<file path="src/hdl/assert_macros.svh">
// Assertion macros shared by the strided segment address generator RTL.
// Included by the modules that check their own control logic.
`ifndef ASSERT_MACROS_SVH
`define ASSERT_MACROS_SVH

// Consequent must hold in the same cycle as the antecedent.
`define ASSERT_SAME(label, clk, rst, ante, cons, msg) \
   label: assert property (@(posedge clk) disable iff (rst) (ante) |-> (cons)) \
      else $error(msg);

// Consequent must hold in the cycle after the antecedent.
`define ASSERT_NEXT(label, clk, rst, ante, cons, msg) \
   label: assert property (@(posedge clk) disable iff (rst) (ante) |=> (cons)) \
      else $error(msg);

`endif

</file>
<file path="src/hdl/ssag_pkg.sv">
// Package for the strided segment address generator: types, register map,
// widths and dimension helper functions. No dependencies.
package ssag_pkg;

   localparam int MaxDimsDefault = 3;
   localparam int RegDims        = 3;
   localparam int AddrWidth      = 5;
   localparam int DataWidth      = 32;
   localparam int SizeWidth      = 16;
   localparam int StrideWidth    = 32;
   localparam int ElemWidth      = 48;
   localparam int ByteWidth      = 52;
   localparam int EbWidth        = 4;
   localparam int SettleWidth    = 2;

   localparam logic [SettleWidth-1:0] CfgSettleCycles = 2'd2;

   typedef enum logic [2:0] {
      REG_SIZE_OUTER    = 3'd0,
      REG_SIZE_MIDDLE   = 3'd1,
      REG_SIZE_INNER    = 3'd2,
      REG_STRIDE_OUTER  = 3'd3,
      REG_STRIDE_MIDDLE = 3'd4,
      REG_STRIDE_INNER  = 3'd5,
      REG_ELEMENT_BYTES = 3'd6,
      REG_BASE_OFFSET   = 3'd7
   } reg_index_type;

   typedef struct packed {
      logic [SizeWidth-1:0]   size_outer;
      logic [SizeWidth-1:0]   size_middle;
      logic [SizeWidth-1:0]   size_inner;
      logic [StrideWidth-1:0] stride_outer;
      logic [StrideWidth-1:0] stride_middle;
      logic [StrideWidth-1:0] stride_inner;
      logic [EbWidth-1:0]     element_bytes;
      logic [StrideWidth-1:0] base_offset;
   } cfg_type;

   // Item between the product stage and the result register.
   typedef struct packed {
      logic [ElemWidth-1:0] src_elems;
      logic [ByteWidth-1:0] dst_elems;
      logic [ElemWidth-1:0] seg_elems;
      logic                 last;
   } stage_type;

   // A size of zero counts as one.
   function automatic logic [SizeWidth-1:0] size_eff(input logic [SizeWidth-1:0] s);
      logic [SizeWidth-1:0] r;
      r = (s == '0) ? SizeWidth'(1) : s;
      return r;
   endfunction

   // Dimension d counts from the innermost; dimensions past the registers are size one.
   function automatic logic [SizeWidth-1:0] dim_size(input cfg_type c, input int d);
      logic [SizeWidth-1:0] r;
      if (d == 0) begin
         r = size_eff(c.size_inner);
      end else if (d == 1) begin
         r = size_eff(c.size_middle);
      end else if (d == 2) begin
         r = size_eff(c.size_outer);
      end else begin
         r = SizeWidth'(1);
      end
      return r;
   endfunction

   function automatic logic [StrideWidth-1:0] dim_stride(input cfg_type c, input int d);
      logic [StrideWidth-1:0] r;
      if (d == 0) begin
         r = c.stride_inner;
      end else if (d == 1) begin
         r = c.stride_middle;
      end else if (d == 2) begin
         r = c.stride_outer;
      end else begin
         r = '0;
      end
      return r;
   endfunction

endpackage

</file>
<file path="src/hdl/ssag_csr.sv">
// Configuration register file with APB-style access for the address generator.
// Depends on ssag_pkg. Flags a settling window after reset and after each write.
module ssag_csr (
   input  logic                           clock,
   input  logic                           reset,
   input  logic                           psel,
   input  logic                           penable,
   input  logic                           pwrite,
   input  logic [ssag_pkg::AddrWidth-1:0] paddr,
   input  logic [ssag_pkg::DataWidth-1:0] pwdata,
   output logic [ssag_pkg::DataWidth-1:0] prdata,
   output logic                           pready,
   output ssag_pkg::cfg_type              cfg,
   output logic                           cfg_busy
);
   import ssag_pkg::*;

   cfg_type                cfg_ff;
   logic [SettleWidth-1:0] settle_ff;
   logic                   wr;
   reg_index_type          idx;

   assign wr     = psel && penable && pwrite;
   assign idx    = reg_index_type'(paddr[AddrWidth-1:2]);
   assign pready = 1'b1;
   assign cfg    = cfg_ff;
   assign cfg_busy = (settle_ff != '0);

   always_ff @(posedge clock) begin
      if (reset) begin
         cfg_ff.size_outer    <= SizeWidth'(1);
         cfg_ff.size_middle   <= SizeWidth'(1);
         cfg_ff.size_inner    <= SizeWidth'(1);
         cfg_ff.stride_outer  <= StrideWidth'(1);
         cfg_ff.stride_middle <= StrideWidth'(1);
         cfg_ff.stride_inner  <= StrideWidth'(1);
         cfg_ff.element_bytes <= EbWidth'(4);
         cfg_ff.base_offset   <= '0;
         settle_ff            <= CfgSettleCycles;
      end else begin
         if (wr) begin
            settle_ff <= CfgSettleCycles;
            unique case (idx)
               REG_SIZE_OUTER:    cfg_ff.size_outer    <= pwdata[SizeWidth-1:0];
               REG_SIZE_MIDDLE:   cfg_ff.size_middle   <= pwdata[SizeWidth-1:0];
               REG_SIZE_INNER:    cfg_ff.size_inner    <= pwdata[SizeWidth-1:0];
               REG_STRIDE_OUTER:  cfg_ff.stride_outer  <= pwdata[StrideWidth-1:0];
               REG_STRIDE_MIDDLE: cfg_ff.stride_middle <= pwdata[StrideWidth-1:0];
               REG_STRIDE_INNER:  cfg_ff.stride_inner  <= pwdata[StrideWidth-1:0];
               REG_ELEMENT_BYTES: cfg_ff.element_bytes <= pwdata[EbWidth-1:0];
               REG_BASE_OFFSET:   cfg_ff.base_offset   <= pwdata[StrideWidth-1:0];
            endcase
         end else if (settle_ff != '0) begin
            settle_ff <= settle_ff - SettleWidth'(1);
         end
      end
   end

   always_comb begin
      unique case (idx)
         REG_SIZE_OUTER:    prdata = DataWidth'(cfg_ff.size_outer);
         REG_SIZE_MIDDLE:   prdata = DataWidth'(cfg_ff.size_middle);
         REG_SIZE_INNER:    prdata = DataWidth'(cfg_ff.size_inner);
         REG_STRIDE_OUTER:  prdata = DataWidth'(cfg_ff.stride_outer);
         REG_STRIDE_MIDDLE: prdata = DataWidth'(cfg_ff.stride_middle);
         REG_STRIDE_INNER:  prdata = DataWidth'(cfg_ff.stride_inner);
         REG_ELEMENT_BYTES: prdata = DataWidth'(cfg_ff.element_bytes);
         REG_BASE_OFFSET:   prdata = DataWidth'(cfg_ff.base_offset);
      endcase
   end

endmodule

</file>
<file path="config.mk">
export PLATFORM = sky130hd
export DESIGN_NAME = ssag_csr
export DESIGN_NICKNAME = d
export VERILOG_FILES = /design/src/hdl/assert_macros.svh /design/src/hdl/ssag_pkg.sv /design/src/hdl/ssag_csr.sv
export SDC_FILE = /design/constraint.sdc
export NUM_CORES = 1
export LEC_CHECK = 0
export BUFFER_PORTS_ARGS = -buffer_cell sky130_fd_sc_hd__buf_2
export CORE_UTILIZATION = 51
export CTS_CLUSTER_DIAMETER = 150
export DETAILED_ROUTE_END_ITERATION = 6
export HOLD_SLACK_MARGIN = 0.03
export PLACE_DENSITY = 0.8
export REMOVE_ABC_BUFFERS = 1
export SLEW_MARGIN = 20
export SYNTH_ARGS = -nofsm -noshare
export SYNTH_HDL_FRONTEND = slang
export SYNTH_SLANG_ARGS = --single-unit
</file>
<file path="constraint.sdc">
create_clock -name clock -period 2.3 [get_ports clock]
set_clock_uncertainty 0.1 [all_clocks]
set_input_delay 0.46 -clock clock [delete_from_list [all_inputs] [get_ports clock]]
set_output_delay 0.46 -clock clock [all_outputs]
set_load 0.02 [all_outputs]
</file>
==> flow_summary.toml <==
[status]
status = "finished clean"

[timing]
fmax_mhz = 443.0
min_period_ns = 2.257
post-route-period-util = 0.9814
hold_viol = 0
final.setup.tns_ns = 0
worst_slew_pin_slew_ns = 0.7406
worst_slack_ns = 0.04275
slew_headroom = 0.5063
rsz0062_at_grt = "false"
finalMaxSlewViolations = 0
setup_violations = 0

[critical_path]
slowest_stage = "or3_1"
crit_type = "input pin to output pin"
cp_max_fo = 12
cp.required_ns = 1.74
crit_chain = "buf_6 > buf_4 > or3_1 > buf_12 > o22a_1 > buf_2"
critPathMaxStageDelay_ns = 0.38
arrival_ns = 1.70
worstSetupStartpointType = "input pin"
reg2reg_slack_ns = 1.02
end_kind = "output pin"

[synthesis]
syn_area_sq_um = 7993
async_flop_share = 0
netlist.area_leader.share = 0.4559
synth-seq-area-share = 0.4559
synth.distinct_cells = 45
ys_warn_count = 0
yosysTopAreaCell = "dfxtp_1"
ys_seq_elements = 182
post_synth.cell_area_avg_sq_um = 7.685
synth_edf_count = 0
synth-main-ff-cell = "dfxtp_1"
yosys-top-cells-area = "dfxtp_1, nand2_1, a21oi_1"
synth_cells = 1040

[layout]
area_delta_synth_final_pct = 29.81
fillers = 1277
drive_above_1_share = 0.2990
final_common_cell = "nand2_1"
n_antenna_cell = 0
layout.nets = 1331
final_core_util = 0.6800
stdcell_count = 1512
final_cell_mix = "nand2_1, buf_2, dfxtp_1, a21oi_1, buf_4"

[global_routing]
grt_first_pass_wirelength_mm = 41.47
antenna_found_initial = 0
first_global_vias = 7561
track_usage = 0.3352
grt-ovfl-total = 0
grt_max_degree = 93

[min_path]
hold_path_class = "input pin to register"

[floorplanning]
die_y_um = 127.2
num_io_pins = 256
dieArea_sq_um = 16180
coreArea_sq_um = 15260
start_util = 0.5238
die_w_um = 127.2
rows = 45

[route]
viasPerCell = 5.608
wire_per_inst_um = 17.82
drc = 0
firstDrtPassIters = 5
antenna_left = 0
finalWirelength_mm = 26.94
drt-initial-drc-count = 723
num_vias = 8479

[power_and_ir_drop]
total_power_mw = 7.055
ir_drop_mv = 0.5121
p_per_area_nw_per_um2 = 680.0
p_leak_nw = 4.448

[run]
drv_cap = 0

[place]
dp_worst_setup_slack_ns = -0.07467
dpl.cell_count = 1477
dp_hpwl_mm = 18.11
place_congestion = 0.8694
port_buffers = 252

[cts]
numCtsBuffers = 17
ctsHoldBuffers = 0
clockBufferDepth = 2
clock-root-buffer = "clkbuf_16"
tritoncts = "yes"
htree_levels = 4
cts_sinks = 182
clk_latency_ns = 0.43
cts.clk_slew.worst_paths_ns = 0.07
worst max-delay path: cells and delay by family:
| family | cells | cell delay, ns |
|---|---|---|
| buffers and inverters | 4 | 0.65 |
| and+or+nand+nor | 1 | 0.38 |
| AOI/OAI and AO/OA | 1 | 0.19 |
path summary, 6_finish.rpt:
| check | from | cells after the start | to |
|---|---|---|---|
| setup / recovery | paddr[3] | 6 | prdata[14] |
| hold reg to reg | cfg[20]$_SDFFE_PP0P_ | 2 | cfg[20]$_SDFFE_PP0P_ |
| hold / removal | pwdata[22] | 3 | cfg[58]$_SDFFE_PP0P_ |
| setup reg to reg | settle_ff[0]$_SDFFE_PP0P_ | 5 | settle_ff[1]$_SDFFE_PP1P_ |
per-stage QoR:
| step | hold WS (ns) | instance area (sq um) |
|---|---|---|
| 4_1_cts | 0.1798 | 10320 |
| 3_3_place_gp | 0.3501 | 9653 |
| 2_1_floorplan | 0.4092 | 7488 |
| 3_5_place_dp | 0.3567 | 9653 |
| 5_1_grt | 0.1862 | 10380 |
| 6_report | 0.1989 | 10380 |
routing by layer:
metal / GRT usage / vias up / wire length (um)
met2: 0.5362 / 499 / 12550
li1: - / 3970 / -
met4: 0.1625 / 0 / 1004
met1: 0.4271 / 3926 / 10870
met3: 0.07915 / 84 / 2511
met5: 0 / - / 0
final cells by class:
cell class / count / area (sq um) / area share
clock buffer: 17 / 425.4 / 0.04100
clock inverter: 15 / 225.2 / 0.02171
inverter: 10 / 40.04 / 0.003859
multi-input combinational: 758 / 3846 / 0.3707
sequential: 182 / 3643 / 0.3512
tap: 211 / 264.0 / 0.02545
timing repair buffer: 319 / 1931 / 0.1861
sequential cells by signal (all words and copies together) (netlist names):
name and count:
settle_ff 2, cfg 180
repair_timing:
action | in CTS | in global routing
endpoints found under the setup margin | 22 | 19
buffers inserted | 0 | 3
endpoints found under the hold margin | 0 | 0
gates resized for setup | 5 | 9
pin swaps | 1 | 4
cells in the mapped netlist, types with 8 or more instances:
cell type and n:
nand2_1 383, dfxtp_1 182, a21oi_1 177, buf_2 42, clkbuf_1 28, nor2_1 28, o21ai_0 26, mux2i_1 21
a22oi_1 17, mux2_2 17, o2bb2ai_1 15, buf_6 12, inv_1 9, nor2b_1 9, a221oi_1 8
kinds of logic after synthesis:
kind of cell / after synthesis / share of synthesized area
xor+xnor: 1 / 0.001096
buf+inv: 100 / 0.06778
compound gates: 265 / 0.1910
other cells: 1 / 0.0004692
fa+ha+maj: 1 / 0.001565
simple gates: 452 / 0.2320
flops: 182 / 0.4559
mux: 38 / 0.05025
power by group:
group / total (mW) / internal [mW] / switching [mW]
Sequential: 3.21 / 3.19 / 0.0261
Combinational: 0.619 / 0.221 / 0.397
Clock: 3.22 / 1.94 / 1.28
Total: 7.06 / 5.35 / 1.71
Note: power is estimated with default switching activity, not from simulation.
