<file path="src/hdl/assert_macros.svh">
// Assertion macros shared by the strided segment address generator RTL.
// Included by the modules that check their own control logic.
`ifndef ASSERT_MACROS_SVH
`define ASSERT_MACROS_SVH

// Consequent must hold in the same cycle as the antecedent.
`define ASSERT_SAME(label, clk, rst, ante, cons, msg) \
   label: assert property (@(posedge clk) disable iff (rst) (ante) |-> (cons)) \
      else $error(msg);

// Consequent must hold in the cycle after the antecedent.
`define ASSERT_NEXT(label, clk, rst, ante, cons, msg) \
   label: assert property (@(posedge clk) disable iff (rst) (ante) |=> (cons)) \
      else $error(msg);

`endif

</file>
<file path="src/hdl/ssag_pkg.sv">
// Package for the strided segment address generator: types, register map,
// widths and dimension helper functions. No dependencies.
package ssag_pkg;

   localparam int MaxDimsDefault = 3;
   localparam int RegDims        = 3;
   localparam int AddrWidth      = 5;
   localparam int DataWidth      = 32;
   localparam int SizeWidth      = 16;
   localparam int StrideWidth    = 32;
   localparam int ElemWidth      = 48;
   localparam int ByteWidth      = 52;
   localparam int EbWidth        = 4;
   localparam int SettleWidth    = 2;

   localparam logic [SettleWidth-1:0] CfgSettleCycles = 2'd2;

   typedef enum logic [2:0] {
      REG_SIZE_OUTER    = 3'd0,
      REG_SIZE_MIDDLE   = 3'd1,
      REG_SIZE_INNER    = 3'd2,
      REG_STRIDE_OUTER  = 3'd3,
      REG_STRIDE_MIDDLE = 3'd4,
      REG_STRIDE_INNER  = 3'd5,
      REG_ELEMENT_BYTES = 3'd6,
      REG_BASE_OFFSET   = 3'd7
   } reg_index_type;

   typedef struct packed {
      logic [SizeWidth-1:0]   size_outer;
      logic [SizeWidth-1:0]   size_middle;
      logic [SizeWidth-1:0]   size_inner;
      logic [StrideWidth-1:0] stride_outer;
      logic [StrideWidth-1:0] stride_middle;
      logic [StrideWidth-1:0] stride_inner;
      logic [EbWidth-1:0]     element_bytes;
      logic [StrideWidth-1:0] base_offset;
   } cfg_type;

   // Item between the product stage and the result register.
   typedef struct packed {
      logic [ElemWidth-1:0] src_elems;
      logic [ByteWidth-1:0] dst_elems;
      logic [ElemWidth-1:0] seg_elems;
      logic                 last;
   } stage_type;

   // A size of zero counts as one.
   function automatic logic [SizeWidth-1:0] size_eff(input logic [SizeWidth-1:0] s);
      logic [SizeWidth-1:0] r;
      r = (s == '0) ? SizeWidth'(1) : s;
      return r;
   endfunction

   // Dimension d counts from the innermost; dimensions past the registers are size one.
   function automatic logic [SizeWidth-1:0] dim_size(input cfg_type c, input int d);
      logic [SizeWidth-1:0] r;
      if (d == 0) begin
         r = size_eff(c.size_inner);
      end else if (d == 1) begin
         r = size_eff(c.size_middle);
      end else if (d == 2) begin
         r = size_eff(c.size_outer);
      end else begin
         r = SizeWidth'(1);
      end
      return r;
   endfunction

   function automatic logic [StrideWidth-1:0] dim_stride(input cfg_type c, input int d);
      logic [StrideWidth-1:0] r;
      if (d == 0) begin
         r = c.stride_inner;
      end else if (d == 1) begin
         r = c.stride_middle;
      end else if (d == 2) begin
         r = c.stride_outer;
      end else begin
         r = '0;
      end
      return r;
   endfunction

endpackage

</file>
<file path="src/hdl/ssag_merge.sv">
// Precomputes the coalescing of the innermost dimensions from the current
// configuration: number of merged dimensions and segment length in elements.
// Depends on ssag_pkg.
module ssag_merge #(
   parameter int MAX_DIMS = ssag_pkg::MaxDimsDefault
) (
   input  logic                                 clock,
   input  ssag_pkg::cfg_type                    cfg,
   output logic [$clog2(MAX_DIMS+1)-1:0]        merged,
   output logic [ssag_pkg::ElemWidth-1:0]       run
);
   import ssag_pkg::*;

   localparam int MergeW = $clog2(MAX_DIMS + 1);

   logic [SizeWidth-1:0]     s0, s1, s2;
   logic [2*SizeWidth-1:0]   p1_in, p1_ff;
   logic [ElemWidth-1:0]     p2;
   logic                     m0, m1, m2;
   logic [MergeW-1:0]        merged_in, merged_ff;
   logic [ElemWidth-1:0]     run_in, run_ff;

   assign s0 = size_eff(cfg.size_inner);
   assign s1 = size_eff(cfg.size_middle);
   assign s2 = size_eff(cfg.size_outer);

   assign p1_in = (2*SizeWidth)'(s0) * (2*SizeWidth)'(s1);
   assign p2    = ElemWidth'(p1_ff) * ElemWidth'(s2);

   assign m0 = (cfg.stride_inner == StrideWidth'(1));
   assign m1 = m0 && (MAX_DIMS >= 2) && (cfg.stride_middle == StrideWidth'(s0));
   assign m2 = m1 && (MAX_DIMS >= 3) && (cfg.stride_outer == StrideWidth'(p1_ff));

   assign merged_in = MergeW'(2'(m0) + 2'(m1) + 2'(m2));

   always_comb begin
      priority if (m2) begin
         run_in = p2;
      end else if (m1) begin
         run_in = ElemWidth'(p1_ff);
      end else if (m0) begin
         run_in = ElemWidth'(s0);
      end else begin
         run_in = ElemWidth'(1);
      end
   end

   always_ff @(posedge clock) begin
      p1_ff     <= p1_in;
      merged_ff <= merged_in;
      run_ff    <= run_in;
   end

   assign merged = merged_ff;
   assign run    = run_ff;

endmodule

</file>
<file path="config.mk">
export PLATFORM = sky130hd
export DESIGN_NAME = ssag_merge
export DESIGN_NICKNAME = d
export VERILOG_FILES = /design/src/hdl/assert_macros.svh /design/src/hdl/ssag_pkg.sv /design/src/hdl/ssag_merge.sv
export SDC_FILE = /design/constraint.sdc
export NUM_CORES = 2
export LEC_CHECK = 0
export ABC_AREA = 0
export BUFFER_PORTS_ARGS = -buffer_cell sky130_fd_sc_hd__buf_2
export CELL_PAD_IN_SITES_DETAIL_PLACEMENT = 0
export CELL_PAD_IN_SITES_GLOBAL_PLACEMENT = 1
export CORE_UTILIZATION = 49
export CTS_CLUSTER_SIZE = 25
export DETAILED_ROUTE_END_ITERATION = 12
export PLACE_DENSITY = 0.86
export SLEW_MARGIN = 20
export SYNTH_ARGS = -nofsm -noshare
export SYNTH_HDL_FRONTEND = slang
export SYNTH_SLANG_ARGS = --single-unit
</file>
<file path="constraint.sdc">
create_clock -name clock -period 9.9 [get_ports clock]
set_input_delay 1.485 -clock clock [delete_from_list [all_inputs] [get_ports clock]]
set_output_delay 1.485 -clock clock [all_outputs]
set_load 0.01 [all_outputs]
</file>
==> impl_metrics.env <==
export IMPL_io_buffer_count=194
export IMPL_core_um2=55600
export IMPL_cts_resized=0
export IMPL_grt_usage_pct=28.4
export IMPL_synthSimpleGateAreaFrac_pct=16.9
export IMPL_die_area_um2=57700
export IMPL_postSynthAreaPerCell_um2=8.77
export IMPL_hold_violations=0
export IMPL_post_synth_num_cell_types=69
export IMPL_slew_viol_final=0
export IMPL_layout_nets=4239
export IMPL_finClkSkew_ns=0.0179
export IMPL_cts_setup_buffers=0
export IMPL_ys_ff_latch=82
export IMPL_synthXorXnorAreaFrac_pct=3.84
export IMPL_crit_arrival_ns=8.28
export IMPL_die_h_um=240
export IMPL_fin_crit_sh_pct=81.1
export IMPL_cts_tree="yes"
export IMPL_clk_transition_reported_paths_ns=0.08
export IMPL_min_period_ns=8.02
export IMPL_multi_input_area_um2=22900
export IMPL_dr_total_vias=21483
export IMPL_synth_compound_area_share_pct=6.34
export IMPL_max_slew_margin_rel_pct=19.4
export IMPL_rsz0062_at_grt="no"
export IMPL_hp_start="p1_ff[31]"
export IMPL_holdCritPathClass="reg -> reg"
export IMPL_layout_drive_gt1_share_pct=8.61
export IMPL_drc=0
export IMPL_worstPathRequired_ns=10.16
export IMPL_crit_path_max_fanout=33
export IMPL_routabilityCongestion=0.879
export IMPL_startpoint="cfg[171]"
export IMPL_cts_hold_buf=0
export IMPL_fill_cells=5093
export IMPL_synth_edff_count=0
export IMPL_grt_pass1_wl_mm=126
export IMPL_start_kind="primary input"
export IMPL_num_rows=86
export IMPL_area_growth_pct=6.18
export IMPL_ys_flop_type="dfxtp_1"
export IMPL_critical_path_max_stage_delay_ns=0.66
export IMPL_cts_num_sinks=82
export IMPL_muxShareOfSynthArea_pct=0.940
export IMPL_max_cap_viol_count=0
export IMPL_critical_path_class="in -> reg"
export IMPL_syn_inst=3174
export IMPL_grt_ovfl_total=0
export IMPL_die_width_um=240
export IMPL_drt_wirelength_per_cell_um=19.1
export IMPL_cts_root_buffer="clkbuf_16"
export IMPL_first_pass_iters=5
export IMPL_seq_area_frac_synth_pct=5.90
export IMPL_grt_max_degree=34
export IMPL_dp_final_hpwl_mm=58.6
export IMPL_cts_max_level=3
export IMPL_grt_pass1_vias=23979
export IMPL_setup_violations=0
export IMPL_status="finished clean"
export IMPL_tns_ns=0
export IMPL_clk_latency_ns=0.40
export IMPL_slowest_stage="o31ai_2"
export IMPL_vias_per_cell=5.40
export IMPL_ant_nets=0
export IMPL_synthAdderAreaFrac_pct=54.1
export IMPL_antenna_found_initial=4
export IMPL_boundaryPins=231
export IMPL_ctsLongestPathBuffers=2
export IMPL_drt_total_wl_mm=76.0
export IMPL_syn_cell_area_um2=27800
export IMPL_cts_buffers_inserted=9
export IMPL_synth_top_family_by_area="adder cells"
export IMPL_end_kind="register"
export IMPL_start_util_pct=50.0
export IMPL_drt_iter0_markers=1156
export IMPL_synthArstFlopShare_pct=0
export IMPL_ys_warn_count=0
export IMPL_crit_reg2reg_launch="p1_ff[7]"
export IMPL_crit_path_cell_trace="buf_2 -> nand2_1 -> fa_1 -> inv_1 -> fa_1 -> inv_1 -> fa_1 -> inv_1 -> fa_1 -> fa_1 -> inv_1 -> fa_1 -> inv_1 -> ha_1 -> and4_1 -> and2_1 -> o311a_1 -> a21oi_2 -> o31ai_2 -> a211oi_2 -> nor2_1 -> a21oi_1 -> xor2_1 -> nor2_1"
export IMPL_syn_num_nets=4191
export IMPL_register_area_um2=1640
export IMPL_crit_top_cell="fa_1"
export IMPL_tightestPinTransition_ns=1.21
export IMPL_fmax_ghz=0.125
## stage by stage
step | cells | setup WS [ns] | util, % | hold WS (ns) | area, µm²
3_5_place_dp | 3959 | 1.49 | 52.5 | 0.757 | 29200
2_1_floorplan | 3174 | 2.47 | - | 0.591 | 27800
4_1_cts | 3975 | 1.87 | 53.1 | 0.750 | 29500
5_1_grt | 3975 | 1.58 | 53.1 | 0.821 | 29500
6_report | 3976 | 1.88 | 53.1 | 0.750 | 29500
3_3_place_gp | 3959 | 1.50 | 52.5 | 0.753 | 29200
## sequential cells by signal (all words and copies together), names as in the netlist
signal and cells:
merged 2, p1_ff 32, run 48
## cells by family (layout without fill, tap and decap cells)
family	Yosys count	in the layout
multiplexers	26	26
adder cells (fa/ha/maj)	836	836
buffers and inverters	877	930
XOR/XNOR	122	122
AND/OR/NAND/NOR	981	981
AO/OA/AOI/OAI	250	250
flip-flops	82	82
other	0	1
## final timing paths
kind / cells past startpoint / slack [ns] / to
setup / recovery: 24 / 1.88 / run[44]
hold / removal: 3 / 0.75 / run[31]
setup reg to reg: 23 / 2.49 / run[44]
hold reg to reg: 3 / 0.75 / run[31]
## per-layer routing
layer,vias up,share of wire [%],GRT usage [%]
met5,-,0.013,0
met4,2,3.8,12.0
met3,159,6.5,4.03
met2,739,50,49.2
met1,11078,39,35.4
li1,9505,-,-
## cells in the mapped netlist (2+ instances only)
cell type	number	area (µm²)
dfxtp_1	82	1640
buf_2	21	105
nand4_1	21	131
a31o_2	2	17.5
and3_1	7	43.8
o21ai_0	35	175
nor3_1	8	40.0
a31oi_1	4	25.0
a21o_1	36	270
mux2i_1	25	250
a41o_1	2	20.0
nand2b_1	7	43.8
a21oi_2	7	61.3
o31ai_2	2	25.0
fa_1	612	12300
a41oi_1	2	17.5
o21a_1	12	90.1
nand3_1	25	125
nor4_1	28	175
a211o_1	4	35.0
a21oi_1	67	335
xnor2_1	62	543
clkbuf_1	150	563
o21ai_1	16	80.1
a31o_1	3	26.3
nand2_1	491	1840
nor2_1	69	259
a21o_2	2	17.5
ha_1	224	2800
a311o_1	3	30.0
a211oi_2	6	75.1
a31oi_4	3	63.8
o31ai_1	2	15.0
xor2_1	60	526
and2_1	299	1870
a22o_1	2	17.5
o211ai_1	8	60.1
o21bai_1	11	82.6
inv_1	691	2590
buf_1	13	48.8
nor2b_1	18	113
a211oi_1	5	37.5
## placed cells by master, fill, tap and decap left out, drive strengths merged, types with 13 or more instances in the layout
master / count
xor2: 60
o21ai: 52
nor4: 28
fa: 612
a21o: 38
ha: 224
nand3: 25
dfxtp: 82
nand4: 21
buf: 222
nor2b: 18
o21a: 13
nand2: 491
mux2i: 25
a21oi: 74
inv: 693
nor2: 69
xnor2: 62
and2: 299
## area by class of cell
class / count / share of cell area [%]
antenna: 1 / 0.00847
clock buffer: 11 / 0.855
clock inverter: 5 / 0.203
inverter: 692 / 8.79
multi-input combinational: 2215 / 77.4
sequential: 82 / 5.56
tap: 748 / 3.17
timing repair buffer: 222 / 4.00
## worst max-delay path: cells and delay by family
kind | cells | cell delay, ns
AND/OR/NAND/NOR | 5 | 0.94
adder cells (fa/ha/maj) | 7 | 3.46
AO/OA/AOI/OAI | 5 | 1.31
XOR/XNOR | 1 | 0.15
buffers and inverters | 6 | 0.87
Power is not shown: default switching activity piles up to over one toggle a cycle in this logic, so the estimate is an artifact.
