===== src/hdl/assert_macros.svh =====
// Assertion macros shared by the strided segment address generator RTL.
// Included by the modules that check their own control logic.
`ifndef ASSERT_MACROS_SVH
`define ASSERT_MACROS_SVH

// Consequent must hold in the same cycle as the antecedent.
`define ASSERT_SAME(label, clk, rst, ante, cons, msg) \
   label: assert property (@(posedge clk) disable iff (rst) (ante) |-> (cons)) \
      else $error(msg);

// Consequent must hold in the cycle after the antecedent.
`define ASSERT_NEXT(label, clk, rst, ante, cons, msg) \
   label: assert property (@(posedge clk) disable iff (rst) (ante) |=> (cons)) \
      else $error(msg);

`endif


===== src/hdl/ssag_pkg.sv =====
// Package for the strided segment address generator: types, register map,
// widths and dimension helper functions. No dependencies.
package ssag_pkg;

   localparam int MaxDimsDefault = 3;
   localparam int RegDims        = 3;
   localparam int AddrWidth      = 5;
   localparam int DataWidth      = 32;
   localparam int SizeWidth      = 16;
   localparam int StrideWidth    = 32;
   localparam int ElemWidth      = 48;
   localparam int ByteWidth      = 52;
   localparam int EbWidth        = 4;
   localparam int SettleWidth    = 2;

   localparam logic [SettleWidth-1:0] CfgSettleCycles = 2'd2;

   typedef enum logic [2:0] {
      REG_SIZE_OUTER    = 3'd0,
      REG_SIZE_MIDDLE   = 3'd1,
      REG_SIZE_INNER    = 3'd2,
      REG_STRIDE_OUTER  = 3'd3,
      REG_STRIDE_MIDDLE = 3'd4,
      REG_STRIDE_INNER  = 3'd5,
      REG_ELEMENT_BYTES = 3'd6,
      REG_BASE_OFFSET   = 3'd7
   } reg_index_type;

   typedef struct packed {
      logic [SizeWidth-1:0]   size_outer;
      logic [SizeWidth-1:0]   size_middle;
      logic [SizeWidth-1:0]   size_inner;
      logic [StrideWidth-1:0] stride_outer;
      logic [StrideWidth-1:0] stride_middle;
      logic [StrideWidth-1:0] stride_inner;
      logic [EbWidth-1:0]     element_bytes;
      logic [StrideWidth-1:0] base_offset;
   } cfg_type;

   // Item between the product stage and the result register.
   typedef struct packed {
      logic [ElemWidth-1:0] src_elems;
      logic [ByteWidth-1:0] dst_elems;
      logic [ElemWidth-1:0] seg_elems;
      logic                 last;
   } stage_type;

   // A size of zero counts as one.
   function automatic logic [SizeWidth-1:0] size_eff(input logic [SizeWidth-1:0] s);
      logic [SizeWidth-1:0] r;
      r = (s == '0) ? SizeWidth'(1) : s;
      return r;
   endfunction

   // Dimension d counts from the innermost; dimensions past the registers are size one.
   function automatic logic [SizeWidth-1:0] dim_size(input cfg_type c, input int d);
      logic [SizeWidth-1:0] r;
      if (d == 0) begin
         r = size_eff(c.size_inner);
      end else if (d == 1) begin
         r = size_eff(c.size_middle);
      end else if (d == 2) begin
         r = size_eff(c.size_outer);
      end else begin
         r = SizeWidth'(1);
      end
      return r;
   endfunction

   function automatic logic [StrideWidth-1:0] dim_stride(input cfg_type c, input int d);
      logic [StrideWidth-1:0] r;
      if (d == 0) begin
         r = c.stride_inner;
      end else if (d == 1) begin
         r = c.stride_middle;
      end else if (d == 2) begin
         r = c.stride_outer;
      end else begin
         r = '0;
      end
      return r;
   endfunction

endpackage


===== src/hdl/ssag_walk.sv =====
// Walk state and odometer over the kept dimensions, plus the product stage that
// forms the source element offset. Depends on ssag_pkg and assert_macros.svh.
module ssag_walk #(
   parameter int MAX_DIMS = ssag_pkg::MaxDimsDefault
) (
   input  logic                                 clock,
   input  logic                                 reset,
   input  ssag_pkg::cfg_type                    cfg,
   input  logic                                 cfg_busy,
   input  logic [$clog2(MAX_DIMS+1)-1:0]        merge_count,
   input  logic [ssag_pkg::ElemWidth-1:0]       merge_run,
   input  logic                                 req_valid,
   output logic                                 req_stall,
   input  logic                                 req_restart,
   input  logic                                 out_ready,
   output logic                                 stage_valid,
   output ssag_pkg::stage_type                  stage
);
   import ssag_pkg::*;
   `include "assert_macros.svh"

   localparam int MergeW  = $clog2(MAX_DIMS + 1);
   localparam int ProdDims = (MAX_DIMS < RegDims) ? MAX_DIMS : RegDims;

   logic [SizeWidth-1:0] idx_ff   [MAX_DIMS];
   logic [SizeWidth-1:0] idx_cur  [MAX_DIMS];
   logic [SizeWidth-1:0] idx_next [MAX_DIMS];
   logic                 active_ff;
   logic [MergeW-1:0]    merged_ff, merged_eff;
   logic [ElemWidth-1:0] seg_ff, seg_eff;
   logic [ByteWidth-1:0] acc_ff, acc_cur;
   logic                 begin_walk;
   logic                 last;
   logic                 stage_free;
   logic                 accept;
   logic [ElemWidth-1:0] off;
   stage_type            stage_ff;
   logic                 stage_valid_ff;

   assign stage_free = !stage_valid_ff || out_ready;
   assign req_stall  = cfg_busy || !stage_free;
   assign accept     = req_valid && !req_stall;

   assign begin_walk = req_restart || !active_ff;
   assign merged_eff = begin_walk ? merge_count : merged_ff;
   assign seg_eff    = begin_walk ? merge_run : seg_ff;
   assign acc_cur    = begin_walk ? '0 : acc_ff;

   always_comb begin
      logic                 carry;
      logic [SizeWidth:0]   nxt_wide;
      logic [SizeWidth-1:0] inc;
      last  = 1'b1;
      carry = 1'b1;
      for (int d = 0; d < MAX_DIMS; d++) begin
         idx_cur[d] = begin_walk ? '0 : idx_ff[d];
      end
      for (int d = 0; d < MAX_DIMS; d++) begin
         nxt_wide    = (SizeWidth+1)'(idx_cur[d]) + (SizeWidth+1)'(1);
         inc         = nxt_wide[SizeWidth-1:0];
         idx_next[d] = idx_cur[d];
         if (d >= int'(merged_eff)) begin
            if (nxt_wide < (SizeWidth+1)'(dim_size(cfg, d))) begin
               last = 1'b0;
            end
            if (carry) begin
               if (inc >= dim_size(cfg, d)) begin
                  idx_next[d] = '0;
               end else begin
                  idx_next[d] = inc;
                  carry       = 1'b0;
               end
            end
         end
      end
   end

   // Digits of merged dimensions are always zero, so they add nothing here.
   always_comb begin
      off = '0;
      for (int d = 0; d < ProdDims; d++) begin
         off = off + ElemWidth'(idx_cur[d]) * ElemWidth'(dim_stride(cfg, d));
      end
   end

   always_ff @(posedge clock) begin
      if (reset) begin
         active_ff      <= 1'b0;
         stage_valid_ff <= 1'b0;
      end else begin
         if (stage_free) begin
            stage_valid_ff <= accept;
         end
         if (accept) begin
            active_ff <= !last;
         end
      end
      if (accept) begin
         merged_ff <= merged_eff;
         seg_ff    <= seg_eff;
         acc_ff    <= last ? acc_cur : acc_cur + ByteWidth'(seg_eff);
         for (int d = 0; d < MAX_DIMS; d++) begin
            idx_ff[d] <= last ? idx_cur[d] : idx_next[d];
         end
         stage_ff.src_elems <= off;
         stage_ff.dst_elems <= acc_cur;
         stage_ff.seg_elems <= seg_eff;
         stage_ff.last      <= last;
      end
   end

   assign stage_valid = stage_valid_ff;
   assign stage       = stage_ff;

   `ASSERT_NEXT(a_last_ends_walk, clock, reset, accept && last, !active_ff,
      "walk still active after its last segment")
   `ASSERT_NEXT(a_first_step_advance, clock, reset, accept && begin_walk && !last,
      acc_ff == ByteWidth'(seg_ff), "first segment did not advance destination by one segment")

endmodule


===== config.mk =====
export PLATFORM = sky130hd
export DESIGN_NAME = ssag_walk
export DESIGN_NICKNAME = d
export VERILOG_FILES = /design/src/hdl/ssag_pkg.sv /design/src/hdl/ssag_walk.sv
export VERILOG_INCLUDE_DIRS = /design/src /design/src/hdl
export SDC_FILE = /design/constraint.sdc
export NUM_CORES = 2
export LEC_CHECK = 0
export BUFFER_PORTS_ARGS = -buffer_cell sky130_fd_sc_hd__buf_2
export CAP_MARGIN = 20
export CORE_ASPECT_RATIO = 1.2
export CORE_MARGIN = 4
export CORE_UTILIZATION = 37
export CTS_CLUSTER_DIAMETER = 50
export CTS_CLUSTER_SIZE = 8
export DETAILED_ROUTE_END_ITERATION = 7
export PLACE_DENSITY = 0.63
export SYNTH_ARGS = -nofsm -noshare
export SYNTH_HDL_FRONTEND = slang
export SYNTH_SLANG_ARGS = --single-unit
export TNS_END_PERCENT = 30

===== constraint.sdc =====
create_clock -name clock -period 13.1 [get_ports clock]
set_input_delay 2.62 -clock clock [delete_from_list [all_inputs] [get_ports clock]]
set_output_delay 2.62 -clock clock [all_outputs]
set_load 0.02 [all_outputs]

==> Flow_metrics.wiki <==
{| class="wikitable"
! Metric !! Value
|-
| Status || finished clean
|-
| Part of the Yosys area used for sequential elements || 0.117
|-
| Leakage power total || 36.7 nW
|-
| Count of H-tree levels built during CTS || 2
|-
| Max FO, Critical Path || 103
|-
| CP Capture Type || flip-flop
|-
| Post-synth EDFFs || 251
|-
| Area overhead of the layout relative to synthesis || 8.34%
|-
| Pin count of the biggest net entering global routing || 137
|-
| Final setup violation count || 0
|-
| Via-per-instance ratio || 5.25
|-
| Total half-perimeter wirelength after legalization and detailed placement || 160000 um
|-
| Routed Wire Length || 194000 um
|-
| Final setup margin || 1.35 ns
|-
| WL/cell || 20.5 um
|-
| TritonRoute pass-1 iters || 6
|-
| Post-Syn Nets || 9109
|-
| Register bit total from synthesis || 253
|-
| Count of cells along the worst hold path || 2
|-
| Max-Cap Viols || 0
|-
| Sequential cell area || 7580 um^2
|-
| Leftover overflow at the end of global routing || 0
|-
| Capture instance of the worst register-to-register path || stage[147]$_DFFE_PP_
|-
| Share of layout cells above drive strength 1 || 0.0760
|-
| Number of sinks driven by the clock tree || 253
|-
| Commonest cells after routing, fill and taps aside || 1663 x sky130_fd_sc_hd__inv_1, 1437 x sky130_fd_sc_hd__fa_1, 1083 x sky130_fd_sc_hd__nand2_1
|-
| Via count || 49709
|-
| GRT met3 Usage || 0.0454
|-
| Fraction of registers with async set/reset || 0
|-
| Pin slew with the least headroom to its limit || 1.19 ns
|-
| Global routing usage on met2 || 0.373
|-
| Max-slew violation count || 0
|-
| Final weighted congestion in routability-driven placement || 0.898
|-
| Minimum period implied by the final worst setup slack || 11.75 ns
|-
| Setup repair after global routing missed its margin || false
|-
| Pwr Density || 63.4 nW/um^2
|-
| Initial antenna violation count || 63
|-
| DRT iter0 DRCs || 3909
|-
| Met1 usage || 0.255
|-
| Core utilization of the finished layout || 0.404
|-
| Most utilized layer in the global route result || met2
|-
| Initial Utilization || 0.373
|-
| Number of hold-slack violations in the final timing report || 0
|-
| Avg Inst Size Synth || 9.15 um^2
|-
| Post-placement worst setup slack || 0.805 ns
|-
| Post-CTS setup-driven buffer insertion count || 0
|-
| Number of buffers created by CTS || 46
|-
| Number of library cell types mapped by synthesis || 75
|-
| WP data arrival || 12.12 ns
|-
| Worst Setup Path Type || in -> reg
|-
| Post-Syn Instances || 7051
|-
| Final Power || 4.43 mW
|-
| Cell Area, Synth || 64500 um^2
|-
| Data required, critical path || 13.47 ns
|-
| Cell area after layout || 69900 um^2
|-
| Clk slew on worst S/H paths || 0.05 ns
|-
| Total placed instance area || 68300 um^2
|-
| Hold buffers post-CTS || 0
|-
| Startpoint type of the worst setup path || input pin
|-
| Remaining antenna violation count || 0
|-
| Die span in x || 389 um
|-
| Most frequent standard cell in the layout excluding fill and tap cells || sky130_fd_sc_hd__inv_1
|-
| First-pass GRT wire length || 301000 um
|-
| CTS resizes || 0
|-
| Source-to-sink clock delay at the later pin of the worst-skew pair || 0.65 ns
|-
| Warning count from the yosys run || 0
|-
| Worst Hold Launch || stage_valid$_SDFFE_PP0N_
|-
| Setup slack of the worst register-to-register path || 2.79 ns
|-
| Top-Level Pins || 387
|-
| Root Buffer Master || sky130_fd_sc_hd__clkbuf_16
|-
| Worst slew margin relative to its limit || 0.206
|-
| Via count of the first global-routing pass || 52562
|-
| # DRC || 0
|-
| Area used by multi-input combinational logic || 49000 um^2
|-
| Launch point of the worst reg-to-reg path || active_ff$_SDFFE_PP0P_
|-
| TritonCTS clock tree || done
|-
| Reg2reg path depth || 25
|-
| Fmax || 85.1 MHz
|-
| Fin Setup TNS || 0 ns
|-
| Port bufs || 350
|-
| Clock tree buffer depth || 3
|-
| Area enclosed by the die boundary || 181000 um^2
|-
| Endpoint with the worst hold slack || stage_valid$_SDFFE_PP0N_
|-
| Core area || 173000 um^2
|-
| Number of nets in the layout || 9182
|-
| Fin crit share || 0.897
|-
| Global Route Usage Sum || 0.216
|-
| Top flip-flop cell by instance count after synthesis || sky130_fd_sc_hd__edfxtp_1
|-
| Layout Skew || 0.0232 ns
|-
| Die span in y || 465 um
|-
| Class of the worst hold path || reg -> reg
|-
| Number of rows in the core area || 167
|-
| Worst supply voltage drop on vdd || 0.0000942 V
|-
| Count of filler cells inserted in the layout || 17275
|}
[metal layers]
metal | wire length (um) | up-vias
li1 | - | 21607
met1 | 69500 | 25625
met2 | 96400 | 1950
met3 | 16200 | 481
met4 | 11600 | 46
met5 | 277 | -
[cell type report]
cell class,count,share of cell area
tap,2281,0.0408
antenna,36,0.00129
inverter,1666,0.0896
clock inverter,19,0.00369
sequential,253,0.108
timing repair buffer,456,0.0375
multi-input combinational,4701,0.701
clock buffer,64,0.0176
[state kept, by name, summed over array words and instances (netlist names)]
register and count:
acc_ff 52, idx_ff 48, merged_ff 2, active_ff 1
stage 149, stage_valid 1
[how the worst max path moves through the flow]
stage	end	cells after the start	startpoint	slack, ns
finish	stage[147]$_DFFE_PP_	26	req_restart	1.35
global route	stage[147]$_DFFE_PP_	26	req_restart	1.02
CTS	stage[144]$_DFFE_PP_	28	req_restart	1.45
detailed placement	stage[144]$_DFFE_PP_	28	req_restart	0.80
global placement	stage[145]$_DFFE_PP_	26	req_restart	0.90
floorplan	stage[144]$_DFFE_PP_	37	req_restart	1.49
[critical path: stages]
cell and delay [ns]:
sky130_fd_sc_hd__buf_2 0.10, sky130_fd_sc_hd__and2b_4 0.48, sky130_fd_sc_hd__buf_12 0.30, sky130_fd_sc_hd__buf_4 0.71, sky130_fd_sc_hd__and3_1 0.29, sky130_fd_sc_hd__fa_1 0.45
sky130_fd_sc_hd__fa_1 0.51, sky130_fd_sc_hd__fa_1 0.56, sky130_fd_sc_hd__inv_1 0.06, sky130_fd_sc_hd__fa_1 0.56, sky130_fd_sc_hd__fa_1 0.45, sky130_fd_sc_hd__fa_1 0.62
sky130_fd_sc_hd__fa_1 0.45, sky130_fd_sc_hd__fa_1 0.53, sky130_fd_sc_hd__fa_1 0.51, sky130_fd_sc_hd__inv_1 0.04, sky130_fd_sc_hd__ha_1 0.34, sky130_fd_sc_hd__a21o_1 0.18
sky130_fd_sc_hd__a21oi_1 0.19, sky130_fd_sc_hd__o21ai_0 0.18, sky130_fd_sc_hd__or4b_1 0.49, sky130_fd_sc_hd__o21a_1 0.26, sky130_fd_sc_hd__a31oi_1 0.53, sky130_fd_sc_hd__o21ai_1 0.23
sky130_fd_sc_hd__a31oi_1 0.22, sky130_fd_sc_hd__xnor2_1 0.12
[report_power, final]
part	switching (mW)	total (mW)	leakage [nW]	internal (mW)
combinational	1.39	2.19	33.6	0.800
clock	0.471	1.19	0.700	0.720
sequential	0.0362	1.05	2.42	1.02
total	1.89	4.43	36.7	2.54
[metrics by stage]
step,cells,hold slack (ns)
after floorplan,7051,0.486
after detailed placement,9356,0.468
after CTS,9439,0.486
after global placement,9356,0.470
final,9476,0.485
after global routing,9443,0.524
[synth_stat cells (5+ instances only)]
library cell                   n  share of area
sky130_fd_sc_hd__a21o_1       74         0.0086
sky130_fd_sc_hd__a41o_1        5        0.00078
sky130_fd_sc_hd__a211o_1       5        0.00068
sky130_fd_sc_hd__a31oi_1      17         0.0016
sky130_fd_sc_hd__nand2_1    1083          0.063
sky130_fd_sc_hd__nand4_1      29         0.0028
sky130_fd_sc_hd__o41ai_1       5        0.00068
sky130_fd_sc_hd__nor2b_1      16         0.0016
sky130_fd_sc_hd__nor4_1       13         0.0013
sky130_fd_sc_hd__nor3_1       29         0.0022
sky130_fd_sc_hd__buf_2        22         0.0017
sky130_fd_sc_hd__clkbuf_1    387          0.023
sky130_fd_sc_hd__o21ai_1      12        0.00093
sky130_fd_sc_hd__o211ai_1     16         0.0019
sky130_fd_sc_hd__a21boi_0      8        0.00093
sky130_fd_sc_hd__and2_1      112          0.011
sky130_fd_sc_hd__nor2_1      115         0.0067
sky130_fd_sc_hd__or3_1         7        0.00068
sky130_fd_sc_hd__o21a_1       11         0.0013
sky130_fd_sc_hd__o2111ai_1     6        0.00081
sky130_fd_sc_hd__inv_1      1664          0.097
sky130_fd_sc_hd__xor2_1       48         0.0065
sky130_fd_sc_hd__a21oi_1     122         0.0095
sky130_fd_sc_hd__o22ai_1       5        0.00048
sky130_fd_sc_hd__a22o_1        7        0.00095
sky130_fd_sc_hd__fa_1       1437           0.45
sky130_fd_sc_hd__nand3_1      73         0.0057
sky130_fd_sc_hd__o21bai_1     11         0.0013
sky130_fd_sc_hd__and3_1      745          0.072
sky130_fd_sc_hd__nand2b_1     20         0.0019
sky130_fd_sc_hd__mux2i_1       5        0.00078
sky130_fd_sc_hd__edfxtp_1    251           0.12
sky130_fd_sc_hd__xnor2_1      88          0.012
sky130_fd_sc_hd__ha_1        385          0.075
sky130_fd_sc_hd__nand3b_1      6        0.00070
sky130_fd_sc_hd__buf_1        14        0.00081
sky130_fd_sc_hd__o21ai_0      99         0.0077
sky130_fd_sc_hd__o31ai_1      12         0.0014
sky130_fd_sc_hd__a211oi_1     15         0.0017
[logic make-up (layout without fill, tap and decap cells)]
kind of cell | Yosys count | count (layout) | share of synthesized area
and+or+nand+nor | 2273 | 2273 | 0.173
muxes | 9 | 9 | 0.00147
adders and majority gates | 1822 | 1822 | 0.521
AOI/OAI and AO/OA | 461 | 461 | 0.0456
DFF | 253 | 253 | 0.117
buffers and inverters | 2097 | 2205 | 0.123
xor gates and xnor gates | 136 | 136 | 0.0185
other | 0 | 36 | 0
Note: power is estimated with default switching activity, not from simulation.
