==> src/hdl/assert_macros.svh <==
// Assertion macros shared by the strided segment address generator RTL.
// Included by the modules that check their own control logic.
`ifndef ASSERT_MACROS_SVH
`define ASSERT_MACROS_SVH

// Consequent must hold in the same cycle as the antecedent.
`define ASSERT_SAME(label, clk, rst, ante, cons, msg) \
   label: assert property (@(posedge clk) disable iff (rst) (ante) |-> (cons)) \
      else $error(msg);

// Consequent must hold in the cycle after the antecedent.
`define ASSERT_NEXT(label, clk, rst, ante, cons, msg) \
   label: assert property (@(posedge clk) disable iff (rst) (ante) |=> (cons)) \
      else $error(msg);

`endif

==> src/hdl/ssag_pkg.sv <==
// Package for the strided segment address generator: types, register map,
// widths and dimension helper functions. No dependencies.
package ssag_pkg;

   localparam int MaxDimsDefault = 3;
   localparam int RegDims        = 3;
   localparam int AddrWidth      = 5;
   localparam int DataWidth      = 32;
   localparam int SizeWidth      = 16;
   localparam int StrideWidth    = 32;
   localparam int ElemWidth      = 48;
   localparam int ByteWidth      = 52;
   localparam int EbWidth        = 4;
   localparam int SettleWidth    = 2;

   localparam logic [SettleWidth-1:0] CfgSettleCycles = 2'd2;

   typedef enum logic [2:0] {
      REG_SIZE_OUTER    = 3'd0,
      REG_SIZE_MIDDLE   = 3'd1,
      REG_SIZE_INNER    = 3'd2,
      REG_STRIDE_OUTER  = 3'd3,
      REG_STRIDE_MIDDLE = 3'd4,
      REG_STRIDE_INNER  = 3'd5,
      REG_ELEMENT_BYTES = 3'd6,
      REG_BASE_OFFSET   = 3'd7
   } reg_index_type;

   typedef struct packed {
      logic [SizeWidth-1:0]   size_outer;
      logic [SizeWidth-1:0]   size_middle;
      logic [SizeWidth-1:0]   size_inner;
      logic [StrideWidth-1:0] stride_outer;
      logic [StrideWidth-1:0] stride_middle;
      logic [StrideWidth-1:0] stride_inner;
      logic [EbWidth-1:0]     element_bytes;
      logic [StrideWidth-1:0] base_offset;
   } cfg_type;

   // Item between the product stage and the result register.
   typedef struct packed {
      logic [ElemWidth-1:0] src_elems;
      logic [ByteWidth-1:0] dst_elems;
      logic [ElemWidth-1:0] seg_elems;
      logic                 last;
   } stage_type;

   // A size of zero counts as one.
   function automatic logic [SizeWidth-1:0] size_eff(input logic [SizeWidth-1:0] s);
      logic [SizeWidth-1:0] r;
      r = (s == '0) ? SizeWidth'(1) : s;
      return r;
   endfunction

   // Dimension d counts from the innermost; dimensions past the registers are size one.
   function automatic logic [SizeWidth-1:0] dim_size(input cfg_type c, input int d);
      logic [SizeWidth-1:0] r;
      if (d == 0) begin
         r = size_eff(c.size_inner);
      end else if (d == 1) begin
         r = size_eff(c.size_middle);
      end else if (d == 2) begin
         r = size_eff(c.size_outer);
      end else begin
         r = SizeWidth'(1);
      end
      return r;
   endfunction

   function automatic logic [StrideWidth-1:0] dim_stride(input cfg_type c, input int d);
      logic [StrideWidth-1:0] r;
      if (d == 0) begin
         r = c.stride_inner;
      end else if (d == 1) begin
         r = c.stride_middle;
      end else if (d == 2) begin
         r = c.stride_outer;
      end else begin
         r = '0;
      end
      return r;
   endfunction

endpackage

==> src/hdl/ssag_out.sv <==
// Result register: scales element offsets and lengths to bytes and holds the
// item for the output channel. Depends on ssag_pkg.
module ssag_out (
   input  logic                           clock,
   input  logic                           reset,
   input  ssag_pkg::cfg_type              cfg,
   input  logic                           stage_valid,
   input  ssag_pkg::stage_type            stage,
   output logic                           out_ready,
   output logic                           rsp_valid,
   input  logic                           rsp_stall,
   output logic [ssag_pkg::ByteWidth-1:0] rsp_src_byte_offset,
   output logic [ssag_pkg::ByteWidth-1:0] rsp_dst_byte_offset,
   output logic [ssag_pkg::ByteWidth-1:0] rsp_segment_bytes,
   output logic                           rsp_last_segment
);
   import ssag_pkg::*;

   logic                   rsp_valid_ff;
   logic [ElemWidth:0]     src_elems;
   logic [ByteWidth:0]     src_full;
   logic [ByteWidth+EbWidth-1:0] dst_full;
   logic [ByteWidth-1:0]   src_in, dst_in, seg_in;
   logic [ByteWidth-1:0]   src_ff, dst_ff, seg_ff;
   logic                   last_ff;

   assign out_ready = !rsp_valid_ff || !rsp_stall;

   assign src_elems = (ElemWidth+1)'(cfg.base_offset) + (ElemWidth+1)'(stage.src_elems);
   assign src_full  = (ByteWidth+1)'(src_elems) * (ByteWidth+1)'(cfg.element_bytes);
   assign dst_full  = (ByteWidth+EbWidth)'(stage.dst_elems)
                    * (ByteWidth+EbWidth)'(cfg.element_bytes);
   assign src_in    = src_full[ByteWidth-1:0];
   assign dst_in    = dst_full[ByteWidth-1:0];
   assign seg_in    = ByteWidth'(stage.seg_elems) * ByteWidth'(cfg.element_bytes);

   always_ff @(posedge clock) begin
      if (reset) begin
         rsp_valid_ff <= 1'b0;
      end else if (out_ready) begin
         rsp_valid_ff <= stage_valid;
      end
      if (out_ready && stage_valid) begin
         src_ff  <= src_in;
         dst_ff  <= dst_in;
         seg_ff  <= seg_in;
         last_ff <= stage.last;
      end
   end

   assign rsp_valid           = rsp_valid_ff;
   assign rsp_src_byte_offset = src_ff;
   assign rsp_dst_byte_offset = dst_ff;
   assign rsp_segment_bytes   = seg_ff;
   assign rsp_last_segment    = last_ff;

endmodule

==> config.mk <==
export PLATFORM = sky130hd
export DESIGN_NAME = ssag_out
export DESIGN_NICKNAME = d
export VERILOG_FILES = /design/src/hdl/assert_macros.svh /design/src/hdl/ssag_pkg.sv /design/src/hdl/ssag_out.sv
export SDC_FILE = /design/constraint.sdc
export NUM_CORES = 1
export LEC_CHECK = 0
export BUFFER_PORTS_ARGS = -buffer_cell sky130_fd_sc_hd__clkbuf_2
export CORE_MARGIN = 4
export CORE_UTILIZATION = 29
export CTS_CLUSTER_DIAMETER = 50
export DETAILED_ROUTE_END_ITERATION = 16
export SYNTH_ARGS = -nofsm -noshare
export SYNTH_HDL_FRONTEND = slang
export SYNTH_SLANG_ARGS = --single-unit
export TNS_END_PERCENT = 50
==> constraint.sdc <==
create_clock -name clock -period 8.3 [get_ports clock]
set_input_delay 1.245 -clock clock [delete_from_list [all_inputs] [get_ports clock]]
set_output_delay 1.245 -clock clock [all_outputs]
set_load 0.01 [all_outputs]
==> flow_summary.yaml, run 1 <==
layout:
  layoutNonFillerInstCount: 4400
  fill_cells: 8969
  area.growth.synth_to_final_pct: 13.9
  nets: 4051
  drive_gt1_share_pct: 13.4
drt:
  drt_iter0_markers: 1235
  drc: 0
  vias_per_cell: 4.86
  drt-wirelength-per-cell_um: 16.7
  vias: 21400
  drt-total-wl_um: 73400
  detail-route-antenna-nets: 0
  dr.pass1.iters: 5
critical_path:
  end_kind: "register"
  path_max_fanout: 8
  worstReg2RegStart: "rsp_valid"
  crit_required_ps: 8540
  rrSetupSlack_ps: 6000
  endpoint: "rsp_src_byte_offset[45]"
  path_delay_family: "compound AO/OA/AOI/OAI gates"
  critPathLaunch: "cfg[1]"
  critPathMaxStageDelay_ps: 530
  path_class: "primary input to register"
  worst_path_max_delay_cell: "fa_1"
  reg2reg_to: "rsp_src_byte_offset[51]"
  worst_path_most_repeated_cell: "o21ai_0"
  cp-start-kind: "primary input"
  cp_num_cells: 27
  critPathArrivalTime_ps: 7610
  path_buf_inv: 3
  reg2regPathDepth: 3
synthesis:
  yosysMostFrequentCell: "nand2_1"
  synthDistinctLibCells: 82
  synth_top_cell_area_share_pct: 22.6
  synth_warnings: 0
  yosys_most_used_dff: "edfxtp_1"
  netlist_area_um2: 25100
  yosys.area.top_type: "fa_1"
  netlist_instances: 2958
  seq_area_frac_synth_pct: 18.8
  syn_area_per_cell_um2: 8.50
  synth-edff-count: 157
  synth.area.top_cells: "fa_1, edfxtp_1, ha_1"
  syn_nets: 3770
  synthArstFlopShare_pct: 0
  synthTopCellsByCount: "nand2_1, inv_1, fa_1, and2_1, ha_1"
  ys_ff_latch: 158
timing:
  tightest_slew_ps: 975
  fin_crit_sh_pct: 88.7
  drv_slew: 0
  post-route-min-period_ps: 7360
  clock-skew-final_ps: 18.6
  timing.slew.headroom_pct: 35.0
  finalHoldViolCount: 0
  finalSetupViolations: 0
  rsz0062_at_grt: "false"
  max_freq_ghz: 0.136
  setup_tns_ps: 0
grt:
  overflow: 0
  antenna_found_initial: 4
  grt_pass1_vias: 21800
  grt_pass1_wl_um: 117000
  grt_start_max_net_pins: 86
  gr-usage-all-layers_pct: 16.2
clocking:
  cts-hold-fix-buffers: 0
  tritoncts: "built"
  h-tree-depth: 4
  clock-sinks: 158
  postCtsSetupRepairBufs: 0
  cts_root_buffer: "clkbuf_16"
  worstSkewPairLatency_ps: 500
  clk_pin_slew_ps: 80
  cts_buffer_depth: 2
  ctsResizeCount: 0
  cts_buffers: 17
die:
  start_util_pct: 29.4
  die_area_um2: 91500
  rows: 107
  die_h_um: 302
  core_area_um2: 85500
  io_pins: 492
  die_w_um: 302
run:
  maxCapViolations: 0
place:
  gp_congestion: 0.874
  port-buffer-count: 347
  dpl.cell_count: 4364
  dp_hpwl_um: 60100
run_status:
  status: "finished, final reports clean"
power_and_ir_drop:
  leakagePower_nw: 14.2
  max-vdd-ir-drop_mv: 0.166
  power.density_nw_per_um2: 225
hold_path:
  holdCritStartpoint: "rsp_valid"
  hold_path_class: "register to register"
-- power by group --
part / leakage, nW / internal (mW) / switching [mW]
clock: 0.271 / 0.392 / 0.421
combinational: 12.4 / 1.63 / 2.58
sequential: 1.53 / 1.33 / 0.0948
total: 14.2 / 3.35 / 3.10
-- layout make-up --
cell class	instances	area, µm²	area share, %
Multi-Input combinational cell	2282	18400	64.4
Clock buffer	17	425	1.48
Sequential cell	158	4730	16.5
Antenna cell	4	10.0	0.0349
Inverter	404	1520	5.29
Timing Repair Buffer	376	1960	6.86
Tap cell	1144	1430	5.00
Clock inverter	15	123	0.428
-- kinds of logic (layout without fill, tap and decap cells) --
family	count (synthesis)	after routing	share of synthesized area [%]
muxes	4	4	0.164
and+or+nand+nor	1033	1033	19.5
adders and majority gates	479	479	32.3
other	0	4	0
xor gates and xnor gates	185	185	6.47
AOI/OAI and AO/OA	581	581	14.9
DFF	158	158	18.8
buffers and inverters	518	812	7.84
-- flip-flops by register name (all words and copies together) (netlist names) --
name,flops
rsp_dst_byte_offset,52
rsp_segment_bytes,52
rsp_src_byte_offset,52
rsp_last_segment,1
rsp_valid,1
-- metal layers --
metal / track usage, % / part of all wire [%] / vias up
met2: 26.8 / 46 / 589
met5: 0 / 0.037 / -
met4: 4.22 / 2.1 / 4
li1: - / - / 10300
met3: 3.31 / 6.6 / 76
met1: 21.7 / 45 / 10400
-- metrics by stage --
stage / total power [mW] / setup slack [ps] / cell area [µm²] / utilization, % / hold slack [ps]
after detailed placement: 5.64 / 428 / 28100 / 32.8 / 504
after CTS: 6.52 / 978 / 28600 / 33.5 / 524
after global routing: 7.08 / 358 / 28600 / 33.5 / 563
after floorplan: 4.32 / 1520 / 25100 / - / 537
after global placement: 5.63 / 498 / 28100 / 32.8 / 494
final: 6.44 / 935 / 28600 / 33.5 / 515
-- cell usage in the layout, fill, tap and decap left out, types with 10 or more instances in the layout --
cell type	synthesis	layout
a211oi_1	16	16
a21o_1	108	108
a21oi_1	185	185
a31oi_1	21	21
and2_1	205	204
and3_1	29	29
buf_4	1	33
clkbuf_16	0	17
clkbuf_2	2	343
edfxtp_1	157	157
fa_1	284	284
ha_1	195	195
inv_1	404	404
nand2_1	464	464
nand2b_1	28	28
nand3_1	40	40
nand4_1	34	34
nor2_1	146	146
nor2b_1	19	19
nor3_1	32	32
o211ai_1	15	15
o21a_1	21	21
o21ai_0	97	97
o21ai_1	10	10
o21bai_1	29	29
xnor2_1	115	115
xor2_1	69	69
-- worst register-to-register path, delay by kind of cell (launching register included) --
kind / cells / cell delay [ps]
flops: 1 / 320
buf+inv: 1 / 830
simple gates: 2 / 710
-- worst min path at each step --
stage / end / slack (ps) / cells past startpoint
2_1_floorplan: rsp_valid / 540 / 2
3_3_place_gp: rsp_valid / 490 / 2
3_5_place_dp: rsp_valid / 500 / 2
4_1_cts: rsp_valid / 520 / 2
5_1_grt: rsp_valid / 560 / 2
6_report: rsp_valid / 510 / 2
Note: power is estimated with default switching activity, not from simulation.
==> run 2, diff against run 1 <==
--- a/config.mk
+++ b/config.mk
@@ -5,11 +5,14 @@
 export SDC_FILE = /design/constraint.sdc
 export NUM_CORES = 1
 export LEC_CHECK = 0
+export ABC_AREA = 1
 export BUFFER_PORTS_ARGS = -buffer_cell sky130_fd_sc_hd__clkbuf_2
 export CORE_MARGIN = 4
 export CORE_UTILIZATION = 29
 export CTS_CLUSTER_DIAMETER = 50
 export DETAILED_ROUTE_END_ITERATION = 16
+export MAX_ROUTING_LAYER = met4
+export PLACE_DENSITY_LB_ADDON = 0.25
 export SYNTH_ARGS = -nofsm -noshare
 export SYNTH_HDL_FRONTEND = slang
 export SYNTH_SLANG_ARGS = --single-unit
==> run 2 against run 1 <==
  * Cell count rose by 36%
  * Global-route usage rose by 5.0 points
  * Maximum frequency rose by 18%
  * Count of clock-buffer cells in the layout rose by 2
  * Highest routed layer is now met4
==> flow_summary.yaml, run 2 <==
clocking:
  ctsResizeCount: 0
  clock-sinks: 158
  tritoncts: "built"
  cts_buffers: 17
  postCtsSetupRepairBufs: 0
  cts-hold-fix-buffers: 0
  worstSkewPairLatency_ps: 530
  cts_buffer_depth: 2
  h-tree-depth: 4
  cts_root_buffer: "clkbuf_16"
  clk_pin_slew_ps: 70
synthesis:
  synth-edff-count: 157
  synthArstFlopShare_pct: 0
  synthTopCellsByCount: "nand2_1, inv_1, nor2_1, fa_1, a21oi_1"
  synth.area.top_cells: "fa_1, edfxtp_1, nand2_1"
  synth_warnings: 0
  synthDistinctLibCells: 42
  syn_nets: 5156
  synth_top_cell_area_share_pct: 19.6
  seq_area_frac_synth_pct: 16.3
  netlist_instances: 4344
  yosys_most_used_dff: "edfxtp_1"
  yosysMostFrequentCell: "nand2_1"
  syn_area_per_cell_um2: 6.67
  netlist_area_um2: 29000
  ys_ff_latch: 158
  yosys.area.top_type: "fa_1"
run:
  maxCapViolations: 0
grt:
  grtUsageMet2_pct: 33.6
  gr-usage-all-layers_pct: 21.2
  grt_pass1_vias: 28200
  grt_pass1_wl_um: 165000
  overflow: 0
  grt_util_met3_pct: 3.87
  gr-usage-met1_pct: 28.2
  antenna_found_initial: 16
  grt_start_max_net_pins: 106
  busiest_layer: "met2"
timing:
  tightest_slew_ps: 974
  timing.slew.headroom_pct: 35.0
  finalHoldViolCount: 0
  post-route-min-period_ps: 6220
  finalSetupViolations: 0
  worst_slack_ps: 2080
  fin_crit_sh_pct: 74.9
  setup_tns_ps: 0
  drv_slew: 0
  max_freq_ghz: 0.161
  clock-skew-final_ps: 23.4
  rsz0062_at_grt: "false"
layout:
  final_cell_mix: "nand2_1, inv_1, nor2_1"
  drive_gt1_share_pct: 9.25
  fill_cells: 11100
  area.growth.synth_to_final_pct: 13.2
  regArea_um2: 4730
  nets: 5467
  layout_commonest_cell: "nand2_1"
  multi_input_area_um2: 20600
  layoutNonFillerInstCount: 5970
place:
  gp_congestion: 0.957
  dpl.cell_count: 5923
  dp_hpwl_um: 92900
  port-buffer-count: 347
  post-place-ws_ps: 1690
critical_path:
  path_max_fanout: 4
  critPathArrivalTime_ps: 6480
  cp-start-kind: "primary input"
  worst_path_max_delay_cell: "fa_1"
  path_class: "primary input to register"
  end_kind: "register"
  critPathMaxStageDelay_ps: 530
  crit_required_ps: 8560
hold_path:
  hold_path_class: "register to register"
drt:
  vias_per_cell: 4.76
  drt_iter0_markers: 1999
  drc: 0
  detail-route-antenna-nets: 0
  drt-total-wl_um: 107000
  dr.pass1.iters: 6
  vias: 28400
  drt-wirelength-per-cell_um: 18.0
power_and_ir_drop:
  power.density_nw_per_um2: 216
  max-vdd-ir-drop_mv: 0.145
  leakagePower_nw: 17.8
die:
  die_area_um2: 105000
  die_w_um: 324
  core_area_um2: 98700
  io_pins: 492
  rows: 115
  start_util_pct: 29.4
  die_h_um: 324
run_status:
  status: "finished, final reports clean"
==> run 2: critical path: cells and delay by family <==
family | cells | cell delay, ps
buffers and inverters | 5 | 430
adder cells (fa/ha/maj) | 5 | 2070
XOR/XNOR | 1 | 210
AND/OR/NAND/NOR | 9 | 850
AO/OA/AOI/OAI | 6 | 1680
==> run 2: kinds of logic (layout without fill, tap and decap cells) <==
logic type	count (synthesis)	count (layout)	synth area share, %
simple gates	2102	2102	29.5
buf+inv	968	1292	12.6
compound gates	494	494	9.21
fa+ha+maj	479	479	28.0
flops	158	158	16.3
xor+xnor	143	143	4.37
other cells	0	15	0
==> run 2: report_power, final <==
group / total, mW / switching, mW / leakage [nW] / internal, mW
combinational: 4.86 / 3.35 / 16.0 / 1.51
clock: 0.816 / 0.398 / 0.270 / 0.417
sequential: 1.42 / 0.0950 / 1.53 / 1.32
total: 7.09 / 3.84 / 17.8 / 3.25
==> run 2: metrics by stage <==
stage	area (µm²)	hold slack (ps)	power, mW	util [%]
final	32800	526	7.09	33.2
after global routing	32800	574	7.77	33.2
after global placement	32200	509	6.28	32.6
after floorplan	29000	581	4.44	-
after detailed placement	32200	518	6.24	32.6
after CTS	32800	528	7.14	33.2
==> run 2: path summary, 6_finish.rpt <==
check	from	end	slack, ps	cells past startpoint
setup / recovery	cfg[0]	rsp_src_byte_offset[47]	2080	26
hold / removal	rsp_valid	rsp_valid	530	2
setup reg to reg	rsp_valid	rsp_src_byte_offset[29]	6240	3
hold reg to reg	rsp_valid	rsp_valid	530	2
==> run 2: area by class of cell <==
class | instances | share of cell area [%]
well taps | 1287 | 4.91
clock inverters | 13 | 0.393
clock buffers | 19 | 1.32
repair buffers | 357 | 5.63
flip-flops and latches | 158 | 14.4
diodes | 15 | 0.114
multi-input cells | 3218 | 62.9
inverters | 903 | 10.3
==> run 2: per-layer routing <==
metal | share of wire (%) | vias to the layer above
met3 | 6.6 | 93
met4 | 2.1 | 0
met2 | 45 | 799
met1 | 46 | 13500
li1 | - | 14100
met5 | 0 | -
